--- config.mk ---
export PLATFORM = sky130hd
export DESIGN_NAME = sprite_video_register_file_unit
export DESIGN_NICKNAME = d
export VERILOG_FILES = /design/src/svrf_pkg.sv /design/src/svrf_decode.sv /design/src/svrf_regs.sv /design/src/svrf_out.sv /design/src/sprite_video_register_file_unit.sv
export SDC_FILE = /design/constraint.sdc
export NUM_CORES = 1
export LEC_CHECK = 0
export BUFFER_PORTS_ARGS = -buffer_cell sky130_fd_sc_hd__buf_2
export CORE_UTILIZATION = 30
export CTS_CLUSTER_SIZE = 10
export DETAILED_ROUTE_END_ITERATION = 16
export GPL_TIMING_DRIVEN = 0
export SLEW_MARGIN = 15
export SYNTH_ARGS = -nofsm -noshare
export SYNTH_HDL_FRONTEND = slang
export SYNTH_HIERARCHICAL = 1
export SYNTH_SLANG_ARGS = --single-unit
--- constraint.sdc ---
create_clock -name clk -period 1.9 [get_ports clk]
set_input_delay 0.19 -clock clk [delete_from_list [all_inputs] [get_ports clk]]
set_output_delay 0.19 -clock clk [all_outputs]
set_load 0.1 [all_outputs]
--- src/svrf_pkg.sv ---
// Shared types and constants for the sprite video register file.
`timescale 1ns / 1ps
package svrf_pkg;

  localparam int unsigned NUM_SPRITES = 8;
  localparam int unsigned STACK_DEPTH = 4;
  localparam int unsigned IDX_W       = $clog2(NUM_SPRITES);
  localparam int unsigned STK_W       = $clog2(STACK_DEPTH);

  localparam int unsigned ADDR_W = 6;
  localparam int unsigned DATA_W = 16;
  localparam int unsigned COLL_W = 10;
  localparam int unsigned XW_W   = 11;
  localparam int unsigned YW_W   = 12;
  localparam int unsigned ATTR_W = 14;
  localparam int unsigned CLR_W  = 4;
  localparam int unsigned FRM_W  = 8;

  // access kinds
  localparam logic CMD_READ  = 1'b0;
  localparam logic CMD_WRITE = 1'b1;

  // register map: sprite banks by addr[5:3], single registers by full offset
  localparam logic [2:0] BANK_X    = 3'd0;
  localparam logic [2:0] BANK_Y    = 3'd1;
  localparam logic [2:0] BANK_ATTR = 3'd2;
  localparam logic [2:0] BANK_COLL = 3'd3;

  localparam logic [ADDR_W-1:0] ADDR_HANDSHAKE = 6'h20;
  localparam logic [ADDR_W-1:0] ADDR_MODE      = 6'h21;
  localparam logic [ADDR_W-1:0] ADDR_STACK0    = 6'h28;
  localparam logic [ADDR_W-1:0] ADDR_STACK1    = 6'h29;
  localparam logic [ADDR_W-1:0] ADDR_STACK2    = 6'h2A;
  localparam logic [ADDR_W-1:0] ADDR_STACK3    = 6'h2B;
  localparam logic [ADDR_W-1:0] ADDR_BORDER    = 6'h2C;
  localparam logic [ADDR_W-1:0] ADDR_DELAY_COL = 6'h30;
  localparam logic [ADDR_W-1:0] ADDR_DELAY_ROW = 6'h31;
  localparam logic [ADDR_W-1:0] ADDR_INHIBIT   = 6'h32;

  // attribute grom-select bit is stored inverted
  localparam logic [ATTR_W-1:0] ATTR_INV_MASK = 14'h0800;

  typedef struct packed {
    logic wr_x;
    logic wr_y;
    logic wr_attr;
    logic wr_coll;
    logic rd_coll;
    logic set_hs;
    logic set_mode;
    logic clr_mode;
    logic wr_stack;
    logic wr_border;
    logic wr_delay_col;
    logic wr_delay_row;
    logic wr_inhibit;
  } access_dec_t;

endpackage

--- src/svrf_decode.sv ---
// Address and command decode for one register access.
`timescale 1ns / 1ps
module svrf_decode (
  input  logic                         cmd,
  input  logic [svrf_pkg::ADDR_W-1:0]  reg_addr,
  output svrf_pkg::access_dec_t        dec
);
  import svrf_pkg::*;

  logic is_wr;

  assign is_wr = (cmd == CMD_WRITE);

  always_comb begin
    dec = '0;
    unique case (reg_addr[ADDR_W-1:3])
      BANK_X:    dec.wr_x    = is_wr;
      BANK_Y:    dec.wr_y    = is_wr;
      BANK_ATTR: dec.wr_attr = is_wr;
      BANK_COLL: begin
        dec.wr_coll = is_wr;
        dec.rd_coll = !is_wr;
      end
      default: begin
        unique case (reg_addr) inside
          ADDR_HANDSHAKE: dec.set_hs = is_wr;
          ADDR_MODE: begin
            dec.clr_mode = is_wr;
            dec.set_mode = !is_wr;
          end
          ADDR_STACK0, ADDR_STACK1, ADDR_STACK2, ADDR_STACK3: dec.wr_stack = is_wr;
          ADDR_BORDER:    dec.wr_border    = is_wr;
          ADDR_DELAY_COL: dec.wr_delay_col = is_wr;
          ADDR_DELAY_ROW: dec.wr_delay_row = is_wr;
          ADDR_INHIBIT:   dec.wr_inhibit   = is_wr;
          default: ;
        endcase
      end
    endcase
  end

endmodule

--- src/svrf_regs.sv ---
// Register storage: sprite words, collision words, colors, framing and flags.
`timescale 1ns / 1ps
module svrf_regs (
  input  logic                         clk,
  input  logic                         rst,
  input  logic                         en,
  input  svrf_pkg::access_dec_t        dec,
  input  logic [svrf_pkg::ADDR_W-1:0]  reg_addr,
  input  logic [svrf_pkg::DATA_W-1:0]  write_data,
  output logic [svrf_pkg::COLL_W-1:0]  read_data_next,
  output logic                         stack_mode_next,
  output logic                         handshake_next
);
  import svrf_pkg::*;

  logic [XW_W-1:0]   sprite_x_word    [NUM_SPRITES];
  logic [YW_W-1:0]   sprite_y_word    [NUM_SPRITES];
  logic [ATTR_W-1:0] sprite_attr_word [NUM_SPRITES];
  logic [COLL_W-1:0] collision_word   [NUM_SPRITES];
  logic [CLR_W-1:0]  stack_colors     [STACK_DEPTH];
  logic [CLR_W-1:0]  border_color;
  logic [FRM_W-1:0]  framing_bits;
  logic              stack_mode_flag;
  logic              handshake_flag;

  logic [IDX_W-1:0]  idx;
  logic [STK_W-1:0]  sidx;
  logic [COLL_W-1:0] coll_wr_val;

  assign idx  = reg_addr[IDX_W-1:0];
  assign sidx = reg_addr[STK_W-1:0];
  // own-sprite bit is never stored
  assign coll_wr_val = write_data[COLL_W-1:0] & ~(COLL_W'(1) << idx);

  always_comb begin
    read_data_next  = dec.rd_coll ? collision_word[idx] : '0;
    stack_mode_next = dec.set_mode ? 1'b1 : (dec.clr_mode ? 1'b0 : stack_mode_flag);
    handshake_next  = dec.set_hs | handshake_flag;
  end

  always_ff @(posedge clk) begin
    if (rst) begin
      for (int i = 0; i < NUM_SPRITES; i++) begin
        sprite_x_word[i]    <= '0;
        sprite_y_word[i]    <= '0;
        sprite_attr_word[i] <= '0;
        collision_word[i]   <= '0;
      end
      for (int j = 0; j < STACK_DEPTH; j++) begin
        stack_colors[j] <= '0;
      end
      border_color    <= '0;
      framing_bits    <= '0;
      stack_mode_flag <= 1'b0;
      handshake_flag  <= 1'b0;
    end else if (en) begin
      if (dec.wr_x)    sprite_x_word[idx]  <= write_data[XW_W-1:0];
      if (dec.wr_y)    sprite_y_word[idx]  <= write_data[YW_W-1:0];
      if (dec.wr_attr) sprite_attr_word[idx] <= write_data[ATTR_W-1:0] ^ ATTR_INV_MASK;
      if (dec.wr_coll) collision_word[idx] <= coll_wr_val;
      if (dec.wr_stack)  stack_colors[sidx] <= write_data[CLR_W-1:0];
      if (dec.wr_border) border_color       <= write_data[CLR_W-1:0];
      if (dec.wr_delay_col) framing_bits[2:0] <= write_data[2:0];
      if (dec.wr_delay_row) framing_bits[5:3] <= write_data[2:0];
      if (dec.wr_inhibit)   framing_bits[7:6] <= write_data[1:0];
      stack_mode_flag <= stack_mode_next;
      handshake_flag  <= handshake_next;
    end
  end

endmodule

--- src/svrf_out.sv ---
// Result register with valid/ready handshake toward the receiver.
`timescale 1ns / 1ps
module svrf_out (
  input  logic                         clk,
  input  logic                         rst,
  input  logic                         load,
  input  logic [svrf_pkg::COLL_W-1:0]  read_data_in,
  input  logic                         stack_mode_in,
  input  logic                         handshake_in,
  output logic                         free,
  output logic                         out_valid,
  input  logic                         out_ready,
  output logic [svrf_pkg::COLL_W-1:0]  read_data,
  output logic                         stack_mode_now,
  output logic                         handshake_now
);
  import svrf_pkg::*;

  // can take a new beat when empty or when the held one leaves this cycle
  assign free = !out_valid || out_ready;

  always_ff @(posedge clk) begin
    if (rst) begin
      out_valid <= 1'b0;
    end else if (free) begin
      out_valid <= load;
    end
  end

  always_ff @(posedge clk) begin
    if (load) begin
      read_data      <= read_data_in;
      stack_mode_now <= stack_mode_in;
      handshake_now  <= handshake_in;
    end
  end

endmodule

--- src/sprite_video_register_file_unit.sv ---
// Top level of the sprite video register file.
//
// Bus-side register file for an eight-sprite video chip. Each input beat on
// (in_valid, in_ready) is one access: cmd 0 reads, cmd 1 writes write_data
// at reg_addr. Each access yields exactly one output beat on
// (out_valid, out_ready) with read_data (collision word for reads of 0x18..0x1F,
// else zero) and the color-stack mode and handshake flags as they stand
// after the access.
//
// An accepted beat is held in the input register, which feeds decode and
// register-file update into the result register that raises out_valid.
// Throughput is one access per cycle while out_ready stays high; it is set
// by the single result register, which advances the input stage.
//
// Reset clears every register of the file, both flags and both stage
// valids. When the receiver stalls, the result register holds, the input
// stage holds one more access, and in_ready drops until space frees up.
`timescale 1ns / 1ps
module sprite_video_register_file_unit (
  input  logic                         clk,
  input  logic                         rst,
  input  logic                         in_valid,
  output logic                         in_ready,
  input  logic                         cmd,
  input  logic [svrf_pkg::ADDR_W-1:0]  reg_addr,
  input  logic [svrf_pkg::DATA_W-1:0]  write_data,
  output logic                         out_valid,
  input  logic                         out_ready,
  output logic [svrf_pkg::COLL_W-1:0]  read_data,
  output logic                         stack_mode_now,
  output logic                         handshake_now
);
  import svrf_pkg::*;

  logic               s_valid;
  logic               s_cmd;
  logic [ADDR_W-1:0]  s_addr;
  logic [DATA_W-1:0]  s_data;
  logic               out_free;
  logic               advance;
  access_dec_t        dec;
  logic [COLL_W-1:0]  rd_next;
  logic               mode_next;
  logic               hs_next;

  assign advance  = s_valid && out_free;
  assign in_ready = !s_valid || out_free;

  always_ff @(posedge clk) begin
    if (rst) begin
      s_valid <= 1'b0;
    end else if (in_ready) begin
      s_valid <= in_valid;
    end
  end

  always_ff @(posedge clk) begin
    if (in_ready && in_valid) begin
      s_cmd  <= cmd;
      s_addr <= reg_addr;
      s_data <= write_data;
    end
  end

  svrf_decode u_decode (
    .cmd      (s_cmd),
    .reg_addr (s_addr),
    .dec      (dec)
  );

  svrf_regs u_regs (
    .clk             (clk),
    .rst             (rst),
    .en              (advance),
    .dec             (dec),
    .reg_addr        (s_addr),
    .write_data      (s_data),
    .read_data_next  (rd_next),
    .stack_mode_next (mode_next),
    .handshake_next  (hs_next)
  );

  svrf_out u_out (
    .clk            (clk),
    .rst            (rst),
    .load           (advance),
    .read_data_in   (rd_next),
    .stack_mode_in  (mode_next),
    .handshake_in   (hs_next),
    .free           (out_free),
    .out_valid      (out_valid),
    .out_ready      (out_ready),
    .read_data      (read_data),
    .stack_mode_now (stack_mode_now),
    .handshake_now  (handshake_now)
  );

endmodule
Yosys cells after proc, flatten, opt, wreduce, memory -nomap -nowiden
Memories as Yosys holds them, arrays and structs flattened. A register that Yosys moved wholly into a read port is not among the register bits.
Index checks and enable logic that the tools add are counted.
Storage, ports and cells
  register bits after elaboration: 23
  bits in latches: 0
  bits in writable memories: 80
  memory bits (read-only): 0
  input port bits: 27
  output and inout bits: 14
  word-level logic and storage cells: 59
  memories: 1
Memory list
  u_regs.collision_word: words 8, width 10, read ports 1, clocked after Yosys merged registers in 1, write ports 8, line svrf_regs.sv:19  | logic [COLL_W-1:0] collision_word [NUM_SPRITES];
Cells by class
  add/sub/neg operators: 0
  $mul: 0
  divide/modulo/power cells: 0
  order comparisons: 0
  equality and inequality tests: 13
  shift operators: 1
  muxes and demuxes: 20
  bitwise gates (word level): 3
  reduce and logical (&&, ||, !) cells: 12
Operator list (count)
  $eq A6 B6 Y1 const B: 10
  $mux W1: 15
  $and A10 B10 Y10: 1
  $mux W10: 1
  $not A10 Y10: 1
  $reduce_or A10 Y1: 1
  $shl A1 B3 Y10 const A: 1
  $mux W8: 1
  $reduce_or A4 Y1: 2
  $eq A3 B2 Y1 const B: 2
  $logic_not A1 Y1: 4
  $mux W2: 2
  $eq A3 B1 Y1 const B: 1
  $logic_not A3 Y1: 1
  $mux W3: 1
  $logic_and A1 B1 Y1: 2
  $logic_or A1 B1 Y1: 2
  $or A1 B1 Y1: 1

Depth between registers and ports, before layout
  depth in word-level cells: 8
  depth in mapped cells: 6
  gate-level depth less buffers: 5

Cells and area by module
The synthesis kept the hierarchy.
By module, submodules not included
  svrf_regs: times used 1, cells each 284, area each 3734.8 µm², sequential area each 2442.3 µm²
  sprite_video_register_file_unit: times used 1, cells each 29, area each 753.2 µm², sequential area each 710.7 µm²
  svrf_out: times used 1, cells each 16, area each 406.6 µm², sequential area each 380.4 µm²
  svrf_decode: times used 1, cells each 23, area each 140.1 µm², sequential area each 0.0 µm²

Least setup slack after synthesis
No wires, ideal clock.
  kind: reg2reg
  start point: register u_out.out_valid
  end point: memory u_regs.collision_word[0][0] (enable)
  library setup time: 347 ps
  arrival time: 2213 ps
  data required time: 1553 ps
  setup slack: -659 ps
  cell stages (with the launch flop): 7
  path buffers: 1
  clock period less this slack: 2559 ps
  cell sequence: dfxtp_1 -> nand2b_4 -> and2_2 -> nand2b_4 -> or4_4 -> buf_6 -> nand2b_1
RTL lines
  from (decl): line svrf_out.sv:11  | output logic out_valid,
  from (signal assigned): line svrf_out.sv:26  | out_valid <= load;
  to (decl): line svrf_regs.sv:19

==> out/qor.csv <==
stage,metric,value,unit
clock_tree,CTS buffer count,17,
critical_path,type of the worst setup path,register to register,
pwr,clock share of power,47.5,%
final_layout,Post-Layout Cell Count,657,
die,die area,16500,um^2
yosys,Synth Instances,334,
sta,Slew @ Worst Pin,892,ps
critical_path,CP Data Arrival Time,1980,ps
place,routability cong.,0.733,
clock_tree,"Clk pin slew, worst setup/hold paths",50,ps
detailed_routing,Vias/cell,4.77,
clock_tree,CTS Sinks,113,
place,pre-CTS WS,-563,ps
place,Placed Cells,586,
final_layout,fillers,1395,
die,Rows,45,
sta,fmax,536,MHz
detailed_routing,Routed WL,11600,um
clock_tree,clk buf depth,2,
sta,unrepaired setup endpoints after global routing,yes,
pwr,"IR drop worst, VDD",0.634,mV
pwr,total power,6.53,mW
critical_path,Reg-to-Reg Start,s_addr[2]$_DFFE_PP_,
detailed_routing,vias,3132,
global_route,met2 usage,24.3,%
final_layout,Multi-input gate area,1570,um^2
sta,Slew Limit Fails,0,
global_route,met1 usage in global routing,18.6,%
place,PortBufs,34,
pwr,sw power,1.46,mW
run_status,status,"finished, final reports clean",
pwr,Pint,5.06,mW
min_path,Hold Crit Depth,3,
final_layout,"commonest cells after routing, fill and taps aside","edfxtp_1, nor2_1, buf_2, nand2b_4, mux2_2",
pwr,Leakage Power,2.45,nW
global_route,GRT Resource Usage Total,14.9,%
yosys,"Avg Cell Area, Syn",14.3,um^2
detailed_routing,Post-DRT Antenna Nets,0,
yosys,synth warn,6,
critical_path,critical path launch point type,register,
final_layout,Sequential cell area,3360,um^2
die,initial core utilization,31.2,%
place,Area after DPL,5290,um^2
min_path,hold crit path type,input pin to register,
detailed_routing,drt drc,0,
die,Die W,128,um
min_path,Worst Hold Path EP,s_valid$_SDFFE_PP0P_,
detailed_routing,router iterations before antenna repair,5,
global_route,GR Util met3,3.58,%
yosys,Mapped Area,4790,um^2
sta,Hold WS,41.1,ps
sta,Final WS setup,32.8,ps
die,core area,15400,um^2
critical_path,CP required,2010,ps
pwr,share of power burned in registers,44.1,%
critical_path,Worst R2R Setup Slack,30,ps
pwr,Switching Fraction,22.4,%
global_route,layer with the highest usage,met2,
sta,crit share post-route,98.3,%
final_layout,"Core Util, Final",41.7,%
final_layout,share of post-route cells with drive strength above 1,37.7,%
die,I/O Pins,41,
global_route,largest net degree at the start of global routing,18,
critical_path,Crit Reg-Reg Endpoint,u_regs/collision_word[0][1]$_SDFFCE_PN0P_,
clock_tree,clock network latency to the later pin of the worst-skew pair,410,ps
global_route,GR Overflow Total,0,
flow_run,Max-Cap Viols,0,
final_layout,"Design Area, Final",6410,um^2
sta,Setup TNS Final,0,ps
die,Die Y-Extent,128,um
sta,"Hold Vio Cnt, Final",0,
place,hpwl dp,7060,um
critical_path,worst r2r path cells,5,
pwr,Power Dens Cells,1020,nW/um^2
final_layout,# diodes,0,
critical_path,CP Max Fanout,11,
final_layout,"commonest non-fill, non-tap cell in the layout",edfxtp_1,
sta,"Setup violations, final",0,
global_route,vias in the first global route,3098,
pwr,Logic pwr share,8.3,%
global_route,antenna violations before repair,0,
detailed_routing,per-cell routed wire length,17.7,um
final_layout,P&R area growth vs syn,34.0,%
min_path,min-delay src,in_valid,
critical_path,Worst Setup End Kind,register,
detailed_routing,Starting DRT DRC Count,282,
sta,slew margin rel.,40.6,%
clock_tree,CTS tree,built,
global_route,first-pass GRT wire length,17500,um
clock_tree,htree depth,4,
clock_tree,Root Driver,clkbuf_16,
final_layout,NumNets Final,460,
sta,minimum clock period,1870,ps
sta,Clock Skew,5.13,ps
worst max-delay path, cell delays in order (launching register included):
cell	delay [ps]
edfxtp_1	430
buf_6	180
nand2b_4	140
or4_4	480
buf_6	180
nand2b_2	150
what timing repair did:
action	4_1_cts	5_1_grt
gates resized for setup	25	25
hold endpoints to repair	19	0
setup buffers	5	7
hold buffers	18	0
endpoints found under the setup margin	117	136
gates cloned	6	3
pin swaps	1	0
area by class of cell:
type,count,share of cell area [%]
flip-flops and latches,113,52.3
multi-input cells,206,24.5
repair buffers,64,7.06
clock buffers,17,6.63
well taps,211,4.12
clock inverters,15,2.32
plain buffers,17,2.26
inverters,14,0.819
metal layers:
metal | vias up | wire length [um]
met5 | - | 0
li1 | 1419 | -
met1 | 1578 | 4720
met2 | 112 | 5780
met4 | 0 | 284
met3 | 23 | 854
state kept, by name (all words and copies together), names as in the netlist:
register,flops
u_regs/collision_word,80
s_data,10
u_out/read_data,10
s_addr,6
s_cmd,1
s_valid,1
u_out/handshake_now,1
u_out/out_valid,1
u_out/stack_mode_now,1
u_regs/handshake_flag,1
u_regs/stack_mode_flag,1
worst max path at each step:
stage	startpoint	endpoint	slack (ps)	cells past startpoint
floorplan	u_out/out_valid$_SDFFE_PP0P_	u_regs/collision_word[0][0]$_SDFFCE_PN0P_	-30	6
global placement	s_addr[5]$_DFFE_PP_	u_out/read_data[3]$_DFFE_PP_	-610	4
detailed placement	s_addr[1]$_DFFE_PP_	u_regs/collision_word[5][7]$_SDFFCE_PN0P_	-560	4
CTS	s_addr[1]$_DFFE_PP_	u_regs/collision_word[5][7]$_SDFFCE_PN0P_	-70	5
global route	s_addr[1]$_DFFE_PP_	u_out/read_data[5]$_DFFE_PP_	-10	5
finish	s_addr[2]$_DFFE_PP_	u_regs/collision_word[0][1]$_SDFFCE_PN0P_	30	5
power by group through the flow:
| stage | Sequential (mW) | Clock (mW) | Combinational (mW) |
|---|---|---|---|
| after floorplan | 3.02 | 0 | 0.223 |
| after global placement | 2.92 | 0 | 0.439 |
| after detailed placement | 2.93 | 0 | 0.446 |
| after CTS | 2.88 | 3.15 | 0.508 |
| after global routing | 2.89 | 3.24 | 0.577 |
| final | 2.88 | 3.10 | 0.544 |
No activity file was read; power rests on OpenSTA's default activity.
